[config.mk]
export PLATFORM = sky130hd
export DESIGN_NAME = unacked_input_replay_ring
export DESIGN_NICKNAME = d
export VERILOG_FILES = /design/src/design/uirr_pkg.sv /design/src/design/unacked_input_replay_ring.sv /design/src/design/uirr_ctrl.sv /design/src/design/uirr_dp.sv
export VERILOG_INCLUDE_DIRS = /design/src /design/src/design
export SDC_FILE = /design/constraint.sdc
export NUM_CORES = 2
export LEC_CHECK = 0
export BUFFER_PORTS_ARGS = -buffer_cell sky130_fd_sc_hd__buf_2
export CAP_MARGIN = 40
export CORE_UTILIZATION = 62
export DETAILED_ROUTE_END_ITERATION = 10
export PLACE_DENSITY_LB_ADDON = 0.3
export SYNTH_ARGS = -nofsm -noshare
export SYNTH_HDL_FRONTEND = slang
export SYNTH_HIERARCHICAL = 1
export SYNTH_SLANG_ARGS = --single-unit
export TNS_END_PERCENT = 10
[constraint.sdc]
create_clock -name i_clk -period 12.3 [get_ports i_clk]
set_clock_uncertainty 0.15 [all_clocks]
set_input_delay 2.46 -clock i_clk [delete_from_list [all_inputs] [get_ports i_clk]]
set_output_delay 2.46 -clock i_clk [all_outputs]
set_load 0.005 [all_outputs]
[src/design/assert_macros.svh]
// Assertion helpers for the replay ring. Every check is clocked on i_clk
// and held off while i_rst_n is low.
`ifndef ASSERT_MACROS_SVH
`define ASSERT_MACROS_SVH

// A condition that must hold at every clock edge.
`define ASSERT_ALWAYS(label, cond, msg) \
    label: assert property (@(posedge i_clk) disable iff (!i_rst_n) (cond)) \
        else $error(msg);

// A consequence that must hold in the same cycle as its trigger.
`define ASSERT_IMPLY(label, ante, cons, msg) \
    label: assert property (@(posedge i_clk) disable iff (!i_rst_n) (ante) |-> (cons)) \
        else $error(msg);

`endif

[src/design/uirr_pkg.sv]
`timescale 1ns / 1ps

package uirr_pkg;

    // Ring geometry.
    localparam int CAPACITY     = 32;
    localparam int PAYLOAD_BITS = 64;
    localparam int IDX_W        = (CAPACITY > 1) ? $clog2(CAPACITY) : 1;
    localparam int CNT_W        = $clog2(CAPACITY + 1);

    // Field widths on the streams.
    localparam int SEQ_W       = 32;
    localparam int PAY_W       = 64;
    localparam int CNT_OUT_W   = 6;
    localparam int S_TDATA_W   = 96;
    localparam int M_TDATA_W   = 176;

    // One stored entry: sequence number above the payload.
    localparam int ENT_W       = SEQ_W + PAYLOAD_BITS;

    // Request codes on the input side.
    typedef enum logic [1:0] {
        REQ_APPLY = 2'd0,
        REQ_RECON = 2'd1,
        REQ_CLEAR = 2'd2
    } t_req;

    // Result kinds on the output side.
    typedef enum logic [1:0] {
        KIND_RECEIPT = 2'd0,
        KIND_ENTRY   = 2'd1,
        KIND_DONE    = 2'd2
    } t_kind;

    // Controller states.
    typedef enum logic [2:0] {
        S_IDLE,
        S_APPLY,
        S_CLEAR,
        S_PRUNE_RD,
        S_PRUNE_CMP,
        S_REP_RD,
        S_REP_EMIT,
        S_DONE
    } t_state;

    // Commands from the controller to the datapath.
    typedef struct packed {
        logic capture_apply;
        logic capture_recon;
        logic apply;
        logic clear;
        logic pop;
        logic rd_en;
        logic emit_entry;
        logic emit_done;
    } t_cmd;

    // Status from the datapath to the controller.
    typedef struct packed {
        logic out_free;
        logic ring_empty;
        logic seq_le_ack;
        logic rep_end;
    } t_sts;

endpackage

[src/design/unacked_input_replay_ring.sv]
`timescale 1ns / 1ps
`include "assert_macros.svh"
// Ring of unacknowledged inputs for client-side prediction.
// Input stream s_axis: tuser carries the request (apply, reconcile, clear),
// tdata the payload and the acknowledged sequence number. Output stream
// m_axis: tuser carries the result kind, tlast marks the final result of a
// request, tdata the sequence number, entry payload, replay count, pending
// count, next sequence number and last acknowledged number.
// The single config bit enables replay of pending entries on reconcile.
// Apply and clear each pass from idle through their own state, which
// loads the result into the output register once it is free. A reconcile
// reads the one read port of the entry memory once for every prune
// compare and every replay.
// A new request is taken while the previous result still sits in the
// output register; when the receiver stalls, processing waits at the next
// result and the input side stops after one held request.
// Reset empties the ring and sets the next sequence number to 1 at once;
// the entry memory is not cleared, since only held entries are read.

module unacked_input_replay_ring (
    input  logic                              i_clk,
    input  logic                              i_rst_n,
    input  logic                              s_axis_tvalid,
    output logic                              s_axis_tready,
    // payload [63:0], acknowledged sequence number [95:64]
    input  logic [uirr_pkg::S_TDATA_W-1:0]    s_axis_tdata,
    // req_type [1:0]
    input  logic [1:0]                        s_axis_tuser,
    output logic                              m_axis_tvalid,
    input  logic                              m_axis_tready,
    // seq [31:0], entry_payload [95:32], replay_count [101:96],
    // pending [107:102], next_seq_out [139:108], last_ack_out [171:140]
    output logic [uirr_pkg::M_TDATA_W-1:0]    m_axis_tdata,
    // kind [1:0]
    output logic [1:0]                        m_axis_tuser,
    output logic                              m_axis_tlast,
    input  logic                              i_cfg_we,
    input  logic                              i_cfg_wdata
);
    import uirr_pkg::*;

    t_cmd                 cmd;
    t_sts                 sts;
    t_kind                kind;
    logic [SEQ_W-1:0]     seq;
    logic [PAY_W-1:0]     entry_payload;
    logic [CNT_OUT_W-1:0] replay_count;
    logic [CNT_OUT_W-1:0] pending;
    logic [SEQ_W-1:0]     next_num;
    logic [SEQ_W-1:0]     last_ack;
    logic                 out_entry;
    logic                 out_done;

    // Sequencer for the request steps.
    uirr_ctrl u_ctrl (
        .i_clk   (i_clk),
        .i_rst_n (i_rst_n),
        .i_valid (s_axis_tvalid),
        .i_req   (t_req'(s_axis_tuser)),
        .o_ready (s_axis_tready),
        .o_cmd   (cmd),
        .i_sts   (sts)
    );

    // Ring storage, counters and output register.
    uirr_dp u_dp (
        .i_clk           (i_clk),
        .i_rst_n         (i_rst_n),
        .i_cfg_we        (i_cfg_we),
        .i_cfg_wdata     (i_cfg_wdata),
        .i_payload       (s_axis_tdata[PAY_W-1:0]),
        .i_ack_num       (s_axis_tdata[PAY_W +: SEQ_W]),
        .i_cmd           (cmd),
        .o_sts           (sts),
        .i_out_ready     (m_axis_tready),
        .o_out_valid     (m_axis_tvalid),
        .o_kind          (kind),
        .o_seq           (seq),
        .o_entry_payload (entry_payload),
        .o_replay_count  (replay_count),
        .o_pending       (pending),
        .o_next_num      (next_num),
        .o_last_ack      (last_ack),
        .o_last          (m_axis_tlast)
    );

    // Pack the result fields onto the output stream.
    assign m_axis_tuser = kind;
    assign m_axis_tdata = {4'b0000, last_ack, next_num, pending, replay_count,
                           entry_payload, seq};

    // Kinds of the result on offer, for the checks below.
    assign out_entry = m_axis_tvalid && (kind == KIND_ENTRY);
    assign out_done  = m_axis_tvalid && (kind == KIND_DONE);

    // Replayed entries are never the final result of a request.
    `ASSERT_IMPLY(a_entry_not_last, out_entry, !m_axis_tlast, "replayed entry marked last")
    // The ring never reports more entries than it holds.
    `ASSERT_IMPLY(a_pending_bound, m_axis_tvalid, pending <= CNT_OUT_W'(CAPACITY), "pending too big")
    // A done result replays at most the entries still held.
    `ASSERT_IMPLY(a_replay_bound, out_done, replay_count <= pending, "replay count above pending")

endmodule

[src/design/uirr_ctrl.sv]
`timescale 1ns / 1ps

module uirr_ctrl (
    input  logic           i_clk,
    input  logic           i_rst_n,
    input  logic           i_valid,
    input  uirr_pkg::t_req i_req,
    output logic           o_ready,
    output uirr_pkg::t_cmd o_cmd,
    input  uirr_pkg::t_sts i_sts
);
    import uirr_pkg::*;

    t_state r_state;
    t_state n_state;

    // State register.
    always_ff @(posedge i_clk) begin
        if (!i_rst_n) begin
            r_state <= S_IDLE;
        end else begin
            r_state <= n_state;
        end
    end

    // Next state and commands.
    always_comb begin
        n_state = r_state;
        o_ready = 1'b0;
        o_cmd   = '0;
        case (r_state)
            S_IDLE: begin
                o_ready = 1'b1;
                if (i_valid) begin
                    case (i_req)
                        REQ_APPLY: begin
                            o_cmd.capture_apply = 1'b1;
                            n_state = S_APPLY;
                        end
                        REQ_RECON: begin
                            o_cmd.capture_recon = 1'b1;
                            n_state = S_PRUNE_RD;
                        end
                        REQ_CLEAR: begin
                            n_state = S_CLEAR;
                        end
                        default: begin
                            // An unknown request is taken and dropped.
                            n_state = S_IDLE;
                        end
                    endcase
                end
            end
            S_APPLY: begin
                if (i_sts.out_free) begin
                    o_cmd.apply = 1'b1;
                    n_state = S_IDLE;
                end
            end
            S_CLEAR: begin
                if (i_sts.out_free) begin
                    o_cmd.clear = 1'b1;
                    n_state = S_IDLE;
                end
            end
            S_PRUNE_RD: begin
                if (i_sts.ring_empty) begin
                    n_state = S_REP_RD;
                end else begin
                    o_cmd.rd_en = 1'b1;
                    n_state = S_PRUNE_CMP;
                end
            end
            S_PRUNE_CMP: begin
                if (i_sts.seq_le_ack) begin
                    o_cmd.pop = 1'b1;
                    n_state = S_PRUNE_RD;
                end else begin
                    n_state = S_REP_RD;
                end
            end
            S_REP_RD: begin
                if (i_sts.rep_end) begin
                    n_state = S_DONE;
                end else begin
                    o_cmd.rd_en = 1'b1;
                    n_state = S_REP_EMIT;
                end
            end
            S_REP_EMIT: begin
                if (i_sts.out_free) begin
                    o_cmd.emit_entry = 1'b1;
                    n_state = S_REP_RD;
                end
            end
            S_DONE: begin
                if (i_sts.out_free) begin
                    o_cmd.emit_done = 1'b1;
                    n_state = S_IDLE;
                end
            end
            default: begin
                n_state = S_IDLE;
            end
        endcase
    end

endmodule

[src/design/uirr_dp.sv]
`timescale 1ns / 1ps

module uirr_dp (
    input  logic                             i_clk,
    input  logic                             i_rst_n,
    input  logic                             i_cfg_we,
    input  logic                             i_cfg_wdata,
    input  logic [uirr_pkg::PAY_W-1:0]       i_payload,
    input  logic [uirr_pkg::SEQ_W-1:0]       i_ack_num,
    input  uirr_pkg::t_cmd                   i_cmd,
    output uirr_pkg::t_sts                   o_sts,
    input  logic                             i_out_ready,
    output logic                             o_out_valid,
    output uirr_pkg::t_kind                  o_kind,
    output logic [uirr_pkg::SEQ_W-1:0]       o_seq,
    output logic [uirr_pkg::PAY_W-1:0]       o_entry_payload,
    output logic [uirr_pkg::CNT_OUT_W-1:0]   o_replay_count,
    output logic [uirr_pkg::CNT_OUT_W-1:0]   o_pending,
    output logic [uirr_pkg::SEQ_W-1:0]       o_next_num,
    output logic [uirr_pkg::SEQ_W-1:0]       o_last_ack,
    output logic                             o_last
);
    import uirr_pkg::*;

    // Step a ring index forward with wrap.
    function automatic logic [IDX_W-1:0] f_inc(input logic [IDX_W-1:0] a);
        return (a == IDX_W'(CAPACITY - 1)) ? '0 : a + 1'b1;
    endfunction

    logic [ENT_W-1:0]        r_mem [CAPACITY];
    logic [ENT_W-1:0]        r_rdata;

    logic [IDX_W-1:0]        r_oldest, n_oldest;
    logic [CNT_W-1:0]        r_count, n_count;
    logic [SEQ_W-1:0]        r_next, n_next;
    logic [SEQ_W-1:0]        r_ack, n_ack;
    logic [IDX_W-1:0]        r_rp, n_rp;
    logic [CNT_W-1:0]        r_k, n_k;
    logic [PAYLOAD_BITS-1:0] r_pay;
    logic                    r_en;
    logic                    r_valid;

    logic                    full;
    logic [CNT_W:0]          tail_sum;
    logic [CNT_W:0]          tail_wrap;
    logic [IDX_W-1:0]        wr_addr;
    logic                    wr_en;
    logic                    emit_any;
    logic [SEQ_W-1:0]        rd_seq;
    logic [PAYLOAD_BITS-1:0] rd_pay;

    assign rd_seq = r_rdata[PAYLOAD_BITS +: SEQ_W];
    assign rd_pay = r_rdata[PAYLOAD_BITS-1:0];

    // Tail slot: oldest plus count, folded back into the ring.
    assign full      = (r_count == CNT_W'(CAPACITY));
    assign tail_sum  = (CNT_W+1)'(r_oldest) + (CNT_W+1)'(r_count);
    assign tail_wrap = (tail_sum >= (CNT_W+1)'(CAPACITY)) ?
                       tail_sum - (CNT_W+1)'(CAPACITY) : tail_sum;
    // A full ring overwrites its oldest slot, which is dropped.
    assign wr_addr   = full ? r_oldest : tail_wrap[IDX_W-1:0];

    assign emit_any = i_cmd.apply | i_cmd.clear | i_cmd.emit_entry | i_cmd.emit_done;

    // Next values of the ring state.
    always_comb begin
        n_oldest = r_oldest;
        n_count  = r_count;
        n_next   = r_next;
        n_ack    = r_ack;
        n_rp     = r_rp;
        n_k      = r_k;
        wr_en    = 1'b0;
        if (i_cmd.capture_recon) begin
            n_ack = i_ack_num;
            n_rp  = r_oldest;
            n_k   = '0;
        end
        if (i_cmd.apply) begin
            wr_en  = 1'b1;
            n_next = r_next + 1'b1;
            if (full) begin
                n_oldest = f_inc(r_oldest);
            end else begin
                n_count = r_count + 1'b1;
            end
        end
        if (i_cmd.clear) begin
            n_oldest = '0;
            n_count  = '0;
            n_next   = SEQ_W'(1);
            n_ack    = '0;
        end
        if (i_cmd.pop) begin
            n_oldest = f_inc(r_oldest);
            n_rp     = f_inc(r_rp);
            n_count  = r_count - 1'b1;
        end
        if (i_cmd.emit_entry) begin
            n_rp = f_inc(r_rp);
            n_k  = r_k + 1'b1;
        end
    end

    // Control registers.
    always_ff @(posedge i_clk) begin
        if (!i_rst_n) begin
            r_oldest <= '0;
            r_count  <= '0;
            r_next   <= SEQ_W'(1);
            r_ack    <= '0;
            r_rp     <= '0;
            r_k      <= '0;
            r_en     <= 1'b1;
            r_valid  <= 1'b0;
        end else begin
            r_oldest <= n_oldest;
            r_count  <= n_count;
            r_next   <= n_next;
            r_ack    <= n_ack;
            r_rp     <= n_rp;
            r_k      <= n_k;
            if (i_cfg_we) begin
                r_en <= i_cfg_wdata;
            end
            if (emit_any) begin
                r_valid <= 1'b1;
            end else if (i_out_ready) begin
                r_valid <= 1'b0;
            end
        end
    end

    // Payload held for the apply step.
    always_ff @(posedge i_clk) begin
        if (i_cmd.capture_apply) begin
            r_pay <= i_payload[PAYLOAD_BITS-1:0];
        end
    end

    // Entry memory: one write port, one registered read port.
    always_ff @(posedge i_clk) begin
        if (wr_en) begin
            r_mem[wr_addr] <= {r_next, r_pay};
        end
        if (i_cmd.rd_en) begin
            r_rdata <= r_mem[r_rp];
        end
    end

    // Output register; the state fields show the values after the step.
    always_ff @(posedge i_clk) begin
        if (emit_any) begin
            o_pending  <= CNT_OUT_W'(n_count);
            o_next_num <= n_next;
            o_last_ack <= n_ack;
            if (i_cmd.apply) begin
                o_kind          <= KIND_RECEIPT;
                o_seq           <= r_next;
                o_entry_payload <= '0;
                o_replay_count  <= '0;
                o_last          <= 1'b1;
            end else if (i_cmd.emit_entry) begin
                o_kind          <= KIND_ENTRY;
                o_seq           <= rd_seq;
                o_entry_payload <= PAY_W'(rd_pay);
                o_replay_count  <= '0;
                o_last          <= 1'b0;
            end else if (i_cmd.emit_done) begin
                o_kind          <= KIND_DONE;
                o_seq           <= '0;
                o_entry_payload <= '0;
                o_replay_count  <= CNT_OUT_W'(r_k);
                o_last          <= 1'b1;
            end else begin
                o_kind          <= KIND_DONE;
                o_seq           <= '0;
                o_entry_payload <= '0;
                o_replay_count  <= '0;
                o_last          <= 1'b1;
            end
        end
    end

    assign o_out_valid = r_valid;

    // Status back to the controller.
    always_comb begin
        o_sts.out_free   = !r_valid || i_out_ready;
        o_sts.ring_empty = (r_count == '0);
        o_sts.seq_le_ack = (rd_seq <= r_ack);
        o_sts.rep_end    = !r_en || (r_k == r_count);
    end

endmodule
==> results.md <==
- Hold Buf Count CTS: 0
- Total die area: 217000 um2
- Number of global-route vias before repair: 66891
- Power Density: 163 nW/um2
- XOR/XNOR share of the synthesized area: 0.00328
- Mean Syn Cell Area: 22.5 um2
- Crit path cell chain: buf_2 > nand2b_1 > and3_2 > buf_4 > inv_1 > a21o_1 > nor3_2 > buf_4 > buf_4
- CP delay by family, top: buffers and inverters
- Leakage: 47.3 nW
- Number of max-slew violations in the final report: 0
- Post-route insts no fill: 9539
- Fin. Hold Viols: 0
- Worst EP arrival: 6050 ps
- Cell Rows: 169
- Proportion of synthesized area in mux cells: 0.161
- Final min period: 5660 ps
- Setup CP Type: input pin to flip-flop
- Largest family of logic cells by synthesized area: multiplexers
- Setup bufs post-CTS: 0
- # setup viols final: 0
- DR vias/cell: 6.94
- Max Fclk: 177 MHz
- CTS HTree Levels: 5
- Reg clk slew, reported paths: 60 ps
- Layout cell share with drive strength beyond 1: 0.292
- Max-cap check violation count: 0
- WP buf/inv: 5
- Post-Synth Simple-Gate Area: 0.0186
- Final core occ: 0.707
- Seq. cell area: 104000 um2
- Die span in y: 466 um
- Starting Density: 0.626
- Routed vias: 66212
- Clock root cell: clkbuf_16
- Setup_tns: 0 ps
- CP required: 12690 ps
- Slew margin rel.: 0.269
- Routed Antenna Nets: 1
- Die extent in x: 466 um
- Max FO, Critical Path: 48
- GRT Residual Overflow: 0
- Num ports: 285
- First-pass GRT wire length: 472 mm
- Initial antenna violation count: 9
- Peak VDD IR: 0.180 mV
- Number of synthesized register bits: 3498
- Post-synth top area share: 0.768
- Post-synth top area cell: edfxtp_1
- HPWL Detailed: 167 mm
- Synth unique cells: 65
- Wirelength per Cell: 34.7 um
- Cell mode on critical path: buf_4
- Number of port buffers: 280
- Worst min path class: flip-flop to flip-flop
- Drt initial violations: 9192
- DR pass1 iterations: 7
- Worst-margin pin slew: 1100 ps
- Top_reg_cell synth: edfxtp_1
- Compound-Gate Fraction of Synth Area: 0.0190
- Final Cycle Share: 0.460
- Area grow syn2layout: 13.0%
- RSZ-0062 raised after global routing: false
- Final hold slack: 350 ps
- Crit path capture type: flip-flop
- Gpl congestion: 0.839
- Max stage delay cell, worst path: buf_4
- GRT Overall Usage: 0.307
- Worst-skew pair later-pin latency: 970 ps
- Post-synth EDFFs: 3407
- Multi-input logic area: 27800 um2
- CTS Buf Count: 346
- Critical path's largest stage delay: 840 ps
- Cts repair resizes: 0
- Core outline area: 213000 um2
- Failing checks: antenna rules
- Clock Path Buffers: 4
- Yosys warns: 6
- CTS tree: done
- Status: finished with violations
- Top cells by area, synth: edfxtp_1 77%, mux4_2 13%, mux2i_1 1.7%
- Register area share after synthesis: 0.781
- Mapped Area: 133000 um2
- Synth Area in Adders: 0.00447
- Largest net degree at the start of global routing: 155
- Mapped Cells: 5920
- Post-synth ARST share: 0
- Drt drc: 0
- WL final: 331 mm
- Sink Count: 3498
- Layout Nets: 6607
- Critical Path Source Type: input pin
- Fillers: 11732
- Placed Cells incl. Taps: 8917
==> flip-flops by register name, summed over array words and instances (netlist names), 5 cells and up <==
| name | cells |
|---|---|
| u_dp/r_rdata | 96 |
| u_dp/o_seq | 32 |
| u_dp/o_entry_payload | 64 |
| u_dp/o_replay_count | 6 |
| u_dp/r_rp | 5 |
| u_dp/o_last_ack | 32 |
| u_dp/r_mem | 3072 |
| u_dp/r_next | 32 |
| u_dp/o_next_num | 32 |
| u_dp/r_pay | 64 |
| u_dp/r_k | 6 |
| u_dp/r_ack | 32 |
| u_dp/o_pending | 6 |
| u_dp/r_oldest | 5 |
| u_dp/r_count | 6 |
==> cell families after synthesis <==
| group | after synthesis |
|---|---|
| compound gates | 340 |
| fa+ha+maj | 47 |
| flops | 3498 |
| buf+inv | 363 |
| other cells | 1 |
| xor+xnor | 49 |
| mux | 1156 |
| simple gates | 466 |
==> placed cells by master (no fill, tap or decap), types with 14 or more instances in the layout <==
master / count
edfxtp_1: 3407
mux4_2: 773
clkbuf_16: 356
buf_2: 282
mux2i_1: 226
mux2_2: 157
buf_4: 137
nor2_1: 116
dfxtp_1: 87
o22ai_1: 85
clkbuf_1: 76
and2_1: 73
a211oi_1: 67
clkinv_1: 65
clkinv_2: 57
nor3_1: 47
ha_1: 46
a22o_1: 45
inv_1: 42
nor2b_1: 40
a221o_1: 38
buf_16: 36
nand2_1: 35
nor3_2: 34
xor2_1: 33
buf_12: 28
a21oi_1: 27
bufinv_16: 24
a221oi_1: 24
nand4_1: 23
nand3_1: 23
and3_1: 19
o21ai_0: 17
buf_8: 17
xnor2_1: 14
==> synthesized netlist by cell type, types with 46 or more instances <==
| library cell | n |
|---|---|
| buf_1 | 47 |
| buf_2 | 106 |
| edfxtp_1 | 3407 |
| clkbuf_1 | 132 |
| a211oi_1 | 67 |
| mux4_2 | 773 |
| o22ai_1 | 85 |
| nor2_1 | 117 |
| nor3_1 | 80 |
| ha_1 | 46 |
| mux2i_1 | 226 |
| mux2_2 | 157 |
| dfxtp_1 | 91 |
| and2_1 | 73 |
==> path summary, 6_finish.rpt <==
path                                 startpoint                  to  slack [ps]  cells after the start
worst max register to register  u_dp/r_count[0]  u_dp/r_mem[27][47]        7510                     10
worst min register to register   u_dp/r_pay[55]  u_dp/r_mem[24][55]         350                      0
worst max-delay path              m_axis_tready  u_dp/r_mem[27][47]        6640                      9
worst min-delay path             u_dp/r_pay[55]  u_dp/r_mem[24][55]         350                      0
==> report_power, final <==
group / leakage (nW) / switching [mW] / internal, mW
combinational: 10.0 / 0.673 / 0.443
sequential: 32.0 / 0.138 / 13.3
clock: 5.20 / 4.32 / 5.78
total: 47.3 / 5.13 / 19.5
==> final cells by class <==
type                            count  share of cell area
Sequential cell                  3498               0.692
Multi-Input combinational cell   2062               0.184
Clock buffer                      435              0.0611
Timing Repair Buffer              505              0.0288
Tap cell                         2821              0.0234
Clock inverter                    164             0.00950
Inverter                           43             0.00107
Antenna cell                       11            0.000183
==> per-layer routing <==
metal,vias up,track usage,routed length (um)
li1,25991,-,-
met1,34640,0.430,121000
met2,4874,0.489,160000
met3,701,0.0669,38300
met4,6,0.101,11300
met5,-,0,37
==> stage by stage <==
| step | power (mW) | setup WS, ps | instance area, um2 |
|---|---|---|---|
| after floorplan | 14.3 | 1240 | 133000 |
| after global placement | 14.7 | 5850 | 138000 |
| after detailed placement | 14.7 | 5820 | 140000 |
| after CTS | 24.7 | 6800 | 150000 |
| after global routing | 25.2 | 6630 | 151000 |
| final | 24.6 | 6640 | 151000 |
Note: power is estimated with default switching activity, not from simulation.
